<file path="src/rtl/agce_pkg.sv">
// Shared types and constants for the affine GF(2) cycle enumerator.
package agce_pkg;

	localparam int COL_BITS = 8;
	localparam int NUM_COLS = 8;

	typedef enum logic [1:0] {
		REG_NUM_BITS = 2'd0,
		REG_MATRIX   = 2'd1,
		REG_OFFSET   = 2'd2,
		REG_SPARE    = 2'd3
	} agce_reg_t;

	typedef enum logic [2:0] {
		ST_CLEAR,
		ST_IDLE,
		ST_SCAN,
		ST_SCHK,
		ST_MARK,
		ST_NRD,
		ST_EMIT
	} agce_state_t;

	typedef struct packed {
		logic [3:0]                     n;
		logic [NUM_COLS*COL_BITS-1:0]   cols;
		logic [COL_BITS-1:0]            offset;
	} agce_map_cfg_t;

endpackage

</file>
<file path="src/rtl/agce_map_unit.sv">
// Registered affine map unit: y = M*x XOR c over GF(2) on the low byte.
module agce_map_unit
	import agce_pkg::*;
(
	input  logic                clk,
	input  agce_map_cfg_t       cfg,
	input  logic [COL_BITS-1:0] x,
	output logic [COL_BITS-1:0] y_q
);

	logic [COL_BITS-1:0] acc;

	always_comb begin
		acc = cfg.offset;
		for (int m = 0; m < NUM_COLS; m++) begin
			if (x[m] && (int'(cfg.n) > m)) begin
				acc = acc ^ cfg.cols[COL_BITS*m +: COL_BITS];
			end
		end
	end

	always_ff @(posedge clk) begin
		y_q <= acc;
	end

endmodule

</file>
<file path="src/rtl/affine_gf2_cycle_enumerator.sv">
// Top level of the affine GF(2) cycle enumerator with its seen-map memory and sequencer.
//
//  Channel | Signals                              | Direction | Contents
//  --------+--------------------------------------+-----------+-------------------------------
//  request | s_tvalid s_tready s_tdata            | in        | restart
//  result  | m_tvalid m_tready m_tdata m_tlast    | out       | element, closes_cycle,
//          | m_tuser                              |           | opens_cycle, done_res
//  config  | cfg_valid cfg_ready cfg_index        | in        | num_bits, matrix_columns,
//          | cfg_data                             |           | offset_vector
//
// A request on an open path goes from the accepting state through ST_MARK, ST_NRD and
// ST_EMIT before the result register loads. Opening a path first runs ST_SCAN and ST_SCHK
// for each seen-map entry the scan passes, as each probe waits on the registered seen-map
// read; done goes from ST_SCAN to ST_EMIT. A restart first clears the seen map, then
// proceeds as above. After reset the same clearing pass runs with s_tready low.
// s_tready is high only when no request is in progress; a result waiting on m_tready
// does not hold up work on the next request until that result is ready to be loaded.
module affine_gf2_cycle_enumerator
	import agce_pkg::*;
#(
	parameter int MAX_BITS = 8
) (
	input  logic                    clk,
	input  logic                    arst_n,
	input  logic                    s_tvalid,
	output logic                    s_tready,
	input  logic [7:0]              s_tdata,   // [0] restart
	output logic                    m_tvalid,
	input  logic                    m_tready,
	output logic [7:0]              m_tdata,   // [7:0] element
	output logic                    m_tlast,   // closes_cycle
	output logic [1:0]              m_tuser,   // [0] opens_cycle, [1] done_res
	input  logic                    cfg_valid,
	output logic                    cfg_ready,
	input  logic [1:0]              cfg_index,
	input  logic [63:0]             cfg_data
);

	localparam int VW    = MAX_BITS;
	localparam int NW    = $clog2(MAX_BITS + 1);
	localparam int DEPTH = 1 << MAX_BITS;

	agce_state_t state_q, state_d;

	logic [3:0]          cfg_nb_q;
	logic [63:0]         cfg_cols_q;
	logic [7:0]          cfg_off_q;

	logic [VW-1:0]       clr_cnt_q;
	logic                pend_q;
	logic [VW:0]         scan_q;
	logic [VW-1:0]       cur_q;
	logic                inside_q;
	logic [VW-1:0]       elem_q;
	logic                opens_q;
	logic                done_q;
	logic [VW-1:0]       next_q;

	logic                out_valid_q;
	logic [7:0]          out_elem_q;
	logic                out_opens_q;
	logic                out_closes_q;
	logic                out_done_q;

	logic                seen_mem [DEPTH];
	logic                rdata_q;

	logic [NW-1:0]       n_eff;
	logic [VW:0]         size;
	logic [VW-1:0]       mask;
	logic [VW-1:0]       next_v;
	logic                at_end;
	logic                out_free;
	logic                accept;

	logic                mem_we;
	logic                mem_wdata;
	logic [VW-1:0]       mem_waddr;
	logic                mem_re;
	logic [VW-1:0]       mem_raddr;

	agce_map_cfg_t       map_cfg;
	logic [7:0]          map_y;

	always_comb begin
		if (cfg_nb_q == '0) begin
			n_eff = NW'(1);
		end else if (int'(cfg_nb_q) > MAX_BITS) begin
			n_eff = NW'(MAX_BITS);
		end else begin
			n_eff = NW'(cfg_nb_q);
		end
		size = (VW+1)'(1) << n_eff;
		mask = VW'(size - (VW+1)'(1));
	end

	assign map_cfg.n      = (int'(n_eff) > NUM_COLS) ? 4'(NUM_COLS) : 4'(n_eff);
	assign map_cfg.cols   = cfg_cols_q;
	assign map_cfg.offset = cfg_off_q;

	agce_map_unit u_map (
		.clk (clk),
		.cfg (map_cfg),
		.x   (8'(elem_q)),
		.y_q (map_y)
	);

	assign next_v   = VW'(map_y) & mask;
	assign at_end   = (scan_q >= size);
	assign out_free = !out_valid_q || m_tready;
	assign accept   = s_tvalid && s_tready;

	always_comb begin
		state_d = state_q;
		unique case (state_q)
			ST_CLEAR: begin
				if (clr_cnt_q == '1) begin
					state_d = pend_q ? ST_SCAN : ST_IDLE;
				end
			end
			ST_IDLE: begin
				if (s_tvalid) begin
					priority if (s_tdata[0]) begin
						state_d = ST_CLEAR;
					end else if (inside_q) begin
						state_d = ST_MARK;
					end else begin
						state_d = ST_SCAN;
					end
				end
			end
			ST_SCAN: state_d = at_end ? ST_EMIT : ST_SCHK;
			ST_SCHK: state_d = rdata_q ? ST_SCAN : ST_MARK;
			ST_MARK: state_d = ST_NRD;
			ST_NRD:  state_d = ST_EMIT;
			ST_EMIT: begin
				if (out_free) begin
					state_d = ST_IDLE;
				end
			end
			default: state_d = ST_CLEAR;
		endcase
	end

	always_comb begin
		s_tready  = 1'b0;
		mem_we    = 1'b0;
		mem_wdata = 1'b0;
		mem_waddr = elem_q;
		mem_re    = 1'b0;
		mem_raddr = scan_q[VW-1:0];
		unique case (state_q)
			ST_CLEAR: begin
				mem_we    = 1'b1;
				mem_waddr = clr_cnt_q;
			end
			ST_IDLE: s_tready = 1'b1;
			ST_SCAN: mem_re = !at_end;
			ST_MARK: begin
				mem_we    = 1'b1;
				mem_wdata = 1'b1;
			end
			ST_NRD: begin
				mem_re    = 1'b1;
				mem_raddr = next_v;
			end
			ST_SCHK, ST_EMIT: begin
			end
			default: begin
			end
		endcase
	end

	assign cfg_ready = 1'b1;

	always_ff @(posedge clk) begin
		if (mem_we) begin
			seen_mem[mem_waddr] <= mem_wdata;
		end
		if (mem_re) begin
			rdata_q <= seen_mem[mem_raddr];
		end
	end

	always_ff @(posedge clk or negedge arst_n) begin
		if (!arst_n) begin
			state_q     <= ST_CLEAR;
			cfg_nb_q    <= 4'd8;
			cfg_cols_q  <= '0;
			cfg_off_q   <= '0;
			clr_cnt_q   <= '0;
			pend_q      <= 1'b0;
			scan_q      <= '0;
			cur_q       <= '0;
			inside_q    <= 1'b0;
			out_valid_q <= 1'b0;
		end else begin
			state_q <= state_d;
			if (cfg_valid) begin
				unique case (agce_reg_t'(cfg_index))
					REG_NUM_BITS: cfg_nb_q   <= cfg_data[3:0];
					REG_MATRIX:   cfg_cols_q <= cfg_data;
					REG_OFFSET:   cfg_off_q  <= cfg_data[7:0];
					REG_SPARE: begin
					end
					default: begin
					end
				endcase
			end
			if (state_q == ST_CLEAR) begin
				clr_cnt_q <= clr_cnt_q + VW'(1);
				if (clr_cnt_q == '1) begin
					scan_q   <= '0;
					cur_q    <= '0;
					inside_q <= 1'b0;
					pend_q   <= 1'b0;
				end
			end
			if (accept && s_tdata[0]) begin
				pend_q    <= 1'b1;
				clr_cnt_q <= '0;
			end
			if (state_q == ST_SCHK && rdata_q) begin
				scan_q <= scan_q + (VW+1)'(1);
			end
			if (state_q == ST_EMIT && out_free && !done_q) begin
				inside_q <= !rdata_q;
				cur_q    <= next_q;
			end
			if (state_q == ST_EMIT && out_free) begin
				out_valid_q <= 1'b1;
			end else if (m_tready) begin
				out_valid_q <= 1'b0;
			end
		end
	end

	always_ff @(posedge clk) begin
		if (accept && !s_tdata[0] && inside_q) begin
			elem_q  <= cur_q & mask;
			opens_q <= 1'b0;
			done_q  <= 1'b0;
		end
		if (state_q == ST_SCAN && at_end) begin
			done_q <= 1'b1;
		end
		if (state_q == ST_SCHK && !rdata_q) begin
			elem_q  <= scan_q[VW-1:0];
			opens_q <= 1'b1;
			done_q  <= 1'b0;
		end
		if (state_q == ST_NRD) begin
			next_q <= next_v;
		end
		if (state_q == ST_EMIT && out_free) begin
			if (done_q) begin
				out_elem_q   <= '0;
				out_opens_q  <= 1'b0;
				out_closes_q <= 1'b0;
				out_done_q   <= 1'b1;
			end else begin
				out_elem_q   <= 8'(elem_q);
				out_opens_q  <= opens_q;
				out_closes_q <= rdata_q;
				out_done_q   <= 1'b0;
			end
		end
	end

	assign m_tvalid = out_valid_q;
	assign m_tdata  = out_elem_q;
	assign m_tlast  = out_closes_q;
	assign m_tuser  = {out_done_q, out_opens_q};

	// The seen map is never marked while a new transaction can be taken.
	assert property (@(posedge clk) disable iff (!arst_n) s_tready |-> !mem_we)
		else $error("seen map written while idle");

	// A done result carries no element and no path flags.
	assert property (@(posedge clk) disable iff (!arst_n)
		(m_tvalid && m_tuser[1]) |-> (m_tdata == 8'd0 && !m_tlast && !m_tuser[0]))
		else $error("done result carries element data");

	// An element is marked straight after acceptance on an open path (checked here) or a found gap.
	assert property (@(posedge clk) disable iff (!arst_n)
		(state_q == ST_IDLE && accept && !s_tdata[0] && inside_q) |=> (state_q == ST_MARK))
		else $error("open path did not proceed to marking");

endmodule
</file>
<file path="config.mk">
export PLATFORM = sky130hd
export DESIGN_NAME = affine_gf2_cycle_enumerator
export DESIGN_NICKNAME = d
export VERILOG_FILES = /design/src/rtl/agce_pkg.sv /design/src/rtl/agce_map_unit.sv /design/src/rtl/affine_gf2_cycle_enumerator.sv
export SDC_FILE = /design/constraint.sdc
export NUM_CORES = 1
export LEC_CHECK = 0
export BUFFER_PORTS_ARGS = -buffer_cell sky130_fd_sc_hd__buf_2
export CORE_MARGIN = 3
export CORE_UTILIZATION = 45
export CTS_CLUSTER_DIAMETER = 50
export DETAILED_ROUTE_END_ITERATION = 6
export PLACE_DENSITY_LB_ADDON = 0.12
export SLEW_MARGIN = 20
export SYNTH_ARGS = -nofsm -noshare
export SYNTH_HDL_FRONTEND = slang
export SYNTH_SLANG_ARGS = --single-unit
</file>
<file path="constraint.sdc">
create_clock -name clk -period 10 [get_ports clk]
set_input_delay 0.5 -clock clk [delete_from_list [all_inputs] [get_ports clk]]
set_output_delay 0.5 -clock clk [all_outputs]
set_load 0.005 [all_outputs]
</file>
==> impl_results.md <==
- Run status: finished, final reports clean
- Clock root buffer: sky130_fd_sc_hd__clkbuf_16
- Iteration-0 DRC count of the detailed router: 868
- Setup TNS: 0 ns
- Number of library cell types mapped by synthesis: 69
- Total leakage power: 7.346 nW
- Most numerous cell in the Yosys netlist: sky130_fd_sc_hd__nor2_1
- Unrepaired setup endpoints after global routing: no
- DR WL/cell: 21.40 um
- Top-area cell type share of the netlist area: 0.4575
- Number of antenna violations at the first check in global routing: 3
- Dominant cells by area after synthesis: sky130_fd_sc_hd__edfxtp_1, sky130_fd_sc_hd__dfrtp_1, sky130_fd_sc_hd__nor2_1
- # rows: 73
- Post-CTS clock slew at the launch and capture registers of the worst setup and hold paths: 0.06 ns
- Total power density per cell area: 257.6 mW/mm^2
- Post-layout min period: 4.843 ns
- Largest fanout on the critical path: 55
- Maximum clock insertion buffer count: 3
- Maximum capacitance violations: 0
- Most area-hungry cell type in the Yosys netlist: sky130_fd_sc_hd__edfxtp_1
- Height of the die: 209.5 um
- Number of buffers added by the clock tree synthesis step: 48
- Sequential share of the synthesized area: 0.6120
- Most used flip-flop cell after synthesis: sky130_fd_sc_hd__edfxtp_1
- Total wire length: about 46000 um
- Startpoint class of the critical path: flop
- Sink count of the clock tree: 401
- Placer congestion estimate: 0.8200
- H-tree level count: 2
- Layout Area Growth over Synthesis: 11.61%
- Clock latency reported for the late side of the worst-skew pair: 0.58 ns
- Remaining DRCs: 0
- Count of nets left with antenna violations after detail routing: 0
- Commonest cells post-synth: sky130_fd_sc_hd__nor2_1, sky130_fd_sc_hd__edfxtp_1, sky130_fd_sc_hd__nand2_1
- Fraction of registers with async set/reset: 0.2668
- Setup Viol. Count Final: 0
- Global-route wire length before repair: 71820 um
- Antenna diodes: 0
- Clock tree from TritonCTS: yes
- Synth Cell Area: between 0.015 and 0.02 mm^2
- Number of placed I/O pins: 93
- DRT Pass-1 Iters: 5
- Fin nets: 1700
- Number of port buffers: 84
- Post-route clock skew: 0.02324 ns
- Number of global-route vias before repair: 12270
- Post-synthesis area per instance: 11.93 um^2
- Detailed-placement wirelength estimate: 27800 um
- Full die area: roughly 0.044 mm^2
- Initial standard-cell utilization of the core: 0.4627
- Type of destination of the critical path: flop
- Relative slew margins: 0.2533
- Final core utilization: 0.5165
- Total global-route track usage: 0.2110
- Final hold violations: 0
- Horizontal die dimension: 209.5 um
- Final-layout fill cell count: approximately 3600
- Grt ovf: 0
- Maximum number of pins on one net before global-route repair: 141
- Final period utilization: 0.4843
- Transition at the pin with the smallest max-transition slack: about 1.1 ns
- Largest voltage drop on the vdd net: 0.0001344 V
- Critical path start-end classification: reg2reg
- Register area: 0.01141 mm^2
- Total area of multi-input combinational cells: 0.006646 mm^2
- Yosys reg bits: 401
- Via total after detailed routing: 12210
- CTS resizes: 0
- Upper clock frequency limit: 0.2065 GHz
- Count of final max-slew check failures: 0
- Fraction of final layout cells sized beyond drive strength 1: 0.1720
- Worst hold path class: in2reg
- Number of enable flip-flop cells after synthesis: between 200 and 300
- Core area: roughly 0.04 mm^2
- YS warnings: 0
- Required arrival time at the worst endpoint: 10.32 ns
- Post-synthesis cell count: 1563
- Endpoint arrival time on the critical path: 5.16 ns
- Routed vias/inst: 5.625
## worst paths after layout
path | from | to | slack [ns] | depth (start not counted)
worst max-delay path | cfg_nb_q[3] | rdata_q | 5.16 | 12
worst min-delay path | cfg_data[8] | cfg_cols_q[8] | 0.15 | 2
worst max register to register | cfg_nb_q[3] | rdata_q | 5.16 | 12
worst min register to register | opens_q | opens_q | 0.45 | 2
max in group asynchronous | arst_n | clr_cnt_q[4] | 8.30 | 3
min in group asynchronous | arst_n | cfg_cols_q[6] | 0.49 | 2
## state kept, by name (all words and copies together), names as in the netlist
| register | count |
|---|---|
| m_tlast | 1 |
| done_q | 1 |
| seen_mem | 256 |
| clr_cnt_q | 8 |
| u_map.y_q | 8 |
| m_tvalid | 1 |
| out_opens_q | 1 |
| cfg_off_q | 8 |
| next_q | 8 |
| cfg_cols_q | 64 |
| state_q | 3 |
| m_tdata | 8 |
| elem_q | 8 |
| out_done_q | 1 |
| scan_q | 9 |
| cfg_nb_q | 4 |
| rdata_q | 1 |
| inside_q | 1 |
| cur_q | 8 |
| pend_q | 1 |
| opens_q | 1 |
## per-stage QoR
| step | instance area (um^2) | hold slack (ns) | total power [mW] | cells | setup WS [ns] |
|---|---|---|---|---|---|
| final | 20800 | 0.1477 | 5.359 | 2170 | 5.157 |
| after CTS | 20800 | 0.1190 | 5.416 | 2170 | 5.147 |
| after global placement | 19260 | 0.4388 | 3.684 | 2083 | 5.238 |
| after global routing | 20800 | 0.1308 | 5.642 | 2170 | 4.856 |
| after floorplan | 18640 | 0.2044 | 3.346 | 1564 | 1.924 |
| after detailed placement | 19260 | 0.4444 | 3.712 | 2083 | 5.199 |
## kinds of logic (layout without fill, tap and decap cells)
logic type / count (synthesis) / count (layout) / synth area share
other cells: 2 / 3 / 0.0004029
compound gates: 189 / 189 / 0.06981
mux: 137 / 137 / 0.09680
xor+xnor: 69 / 69 / 0.03242
buf+inv: 112 / 193 / 0.03222
flops: 401 / 401 / 0.6120
fa+ha+maj: 12 / 12 / 0.008055
simple gates: 641 / 641 / 0.1483
## placed cells by master (no fill, tap or decap), drive strengths merged, types with 14 or more instances in the layout
cell,count
xor2,21
buf,94
mux2,78
nor3,20
o21ai,40
nor2,290
nand3,37
a221oi,33
edfxtp,284
dfrtp,106
clkbuf,59
mux2i,36
xnor2,48
clkinv,18
nand2,211
a21oi,58
nand4,14
nor2b,21
mux4,23
## area by class of cell
| cell class | count | share of cell area |
|---|---|---|
| inverter | 12 | 0.002406 |
| sequential | 401 | 0.5483 |
| multi-input combinational | 1051 | 0.3195 |
| clock inverter | 27 | 0.01185 |
| timing repair buffer | 95 | 0.02460 |
| tap | 525 | 0.03158 |
| clock buffer | 59 | 0.06177 |
## worst max-delay path, stage by stage (launching register included)
cell                       delay, ns
sky130_fd_sc_hd__dfstp_2        0.68
sky130_fd_sc_hd__or3_1          0.24
sky130_fd_sc_hd__ha_1           0.27
sky130_fd_sc_hd__nor2b_1        0.27
sky130_fd_sc_hd__mux2_4         0.73
sky130_fd_sc_hd__buf_4          0.75
sky130_fd_sc_hd__a21oi_1        0.15
sky130_fd_sc_hd__a32oi_1        0.24
sky130_fd_sc_hd__a211oi_1       0.15
sky130_fd_sc_hd__o211ai_1       0.23
sky130_fd_sc_hd__o311a_1        0.24
sky130_fd_sc_hd__a211oi_2       0.09
sky130_fd_sc_hd__nor4_2         0.46
## power breakdown
part	internal (mW)	switching, mW
Clock	1.01	0.678
Sequential	2.02	0.149
Combinational	0.543	0.953
## layer usage
layer | vias up | share of wire | global-route usage
met4 | 6 | 0.017 | 0.04734
met1 | 6118 | 0.43 | 0.2826
met5 | - | 0.00082 | 0
li1 | 5668 | - | -
met2 | 349 | 0.49 | 0.3568
met3 | 66 | 0.061 | 0.04320
## timing repair
action / in CTS / in global routing
hold buffers: 1 / 0
setup buffers: 0 / 0
hold endpoints to repair: 52 / 0
No activity file was read; power rests on OpenSTA's default activity.
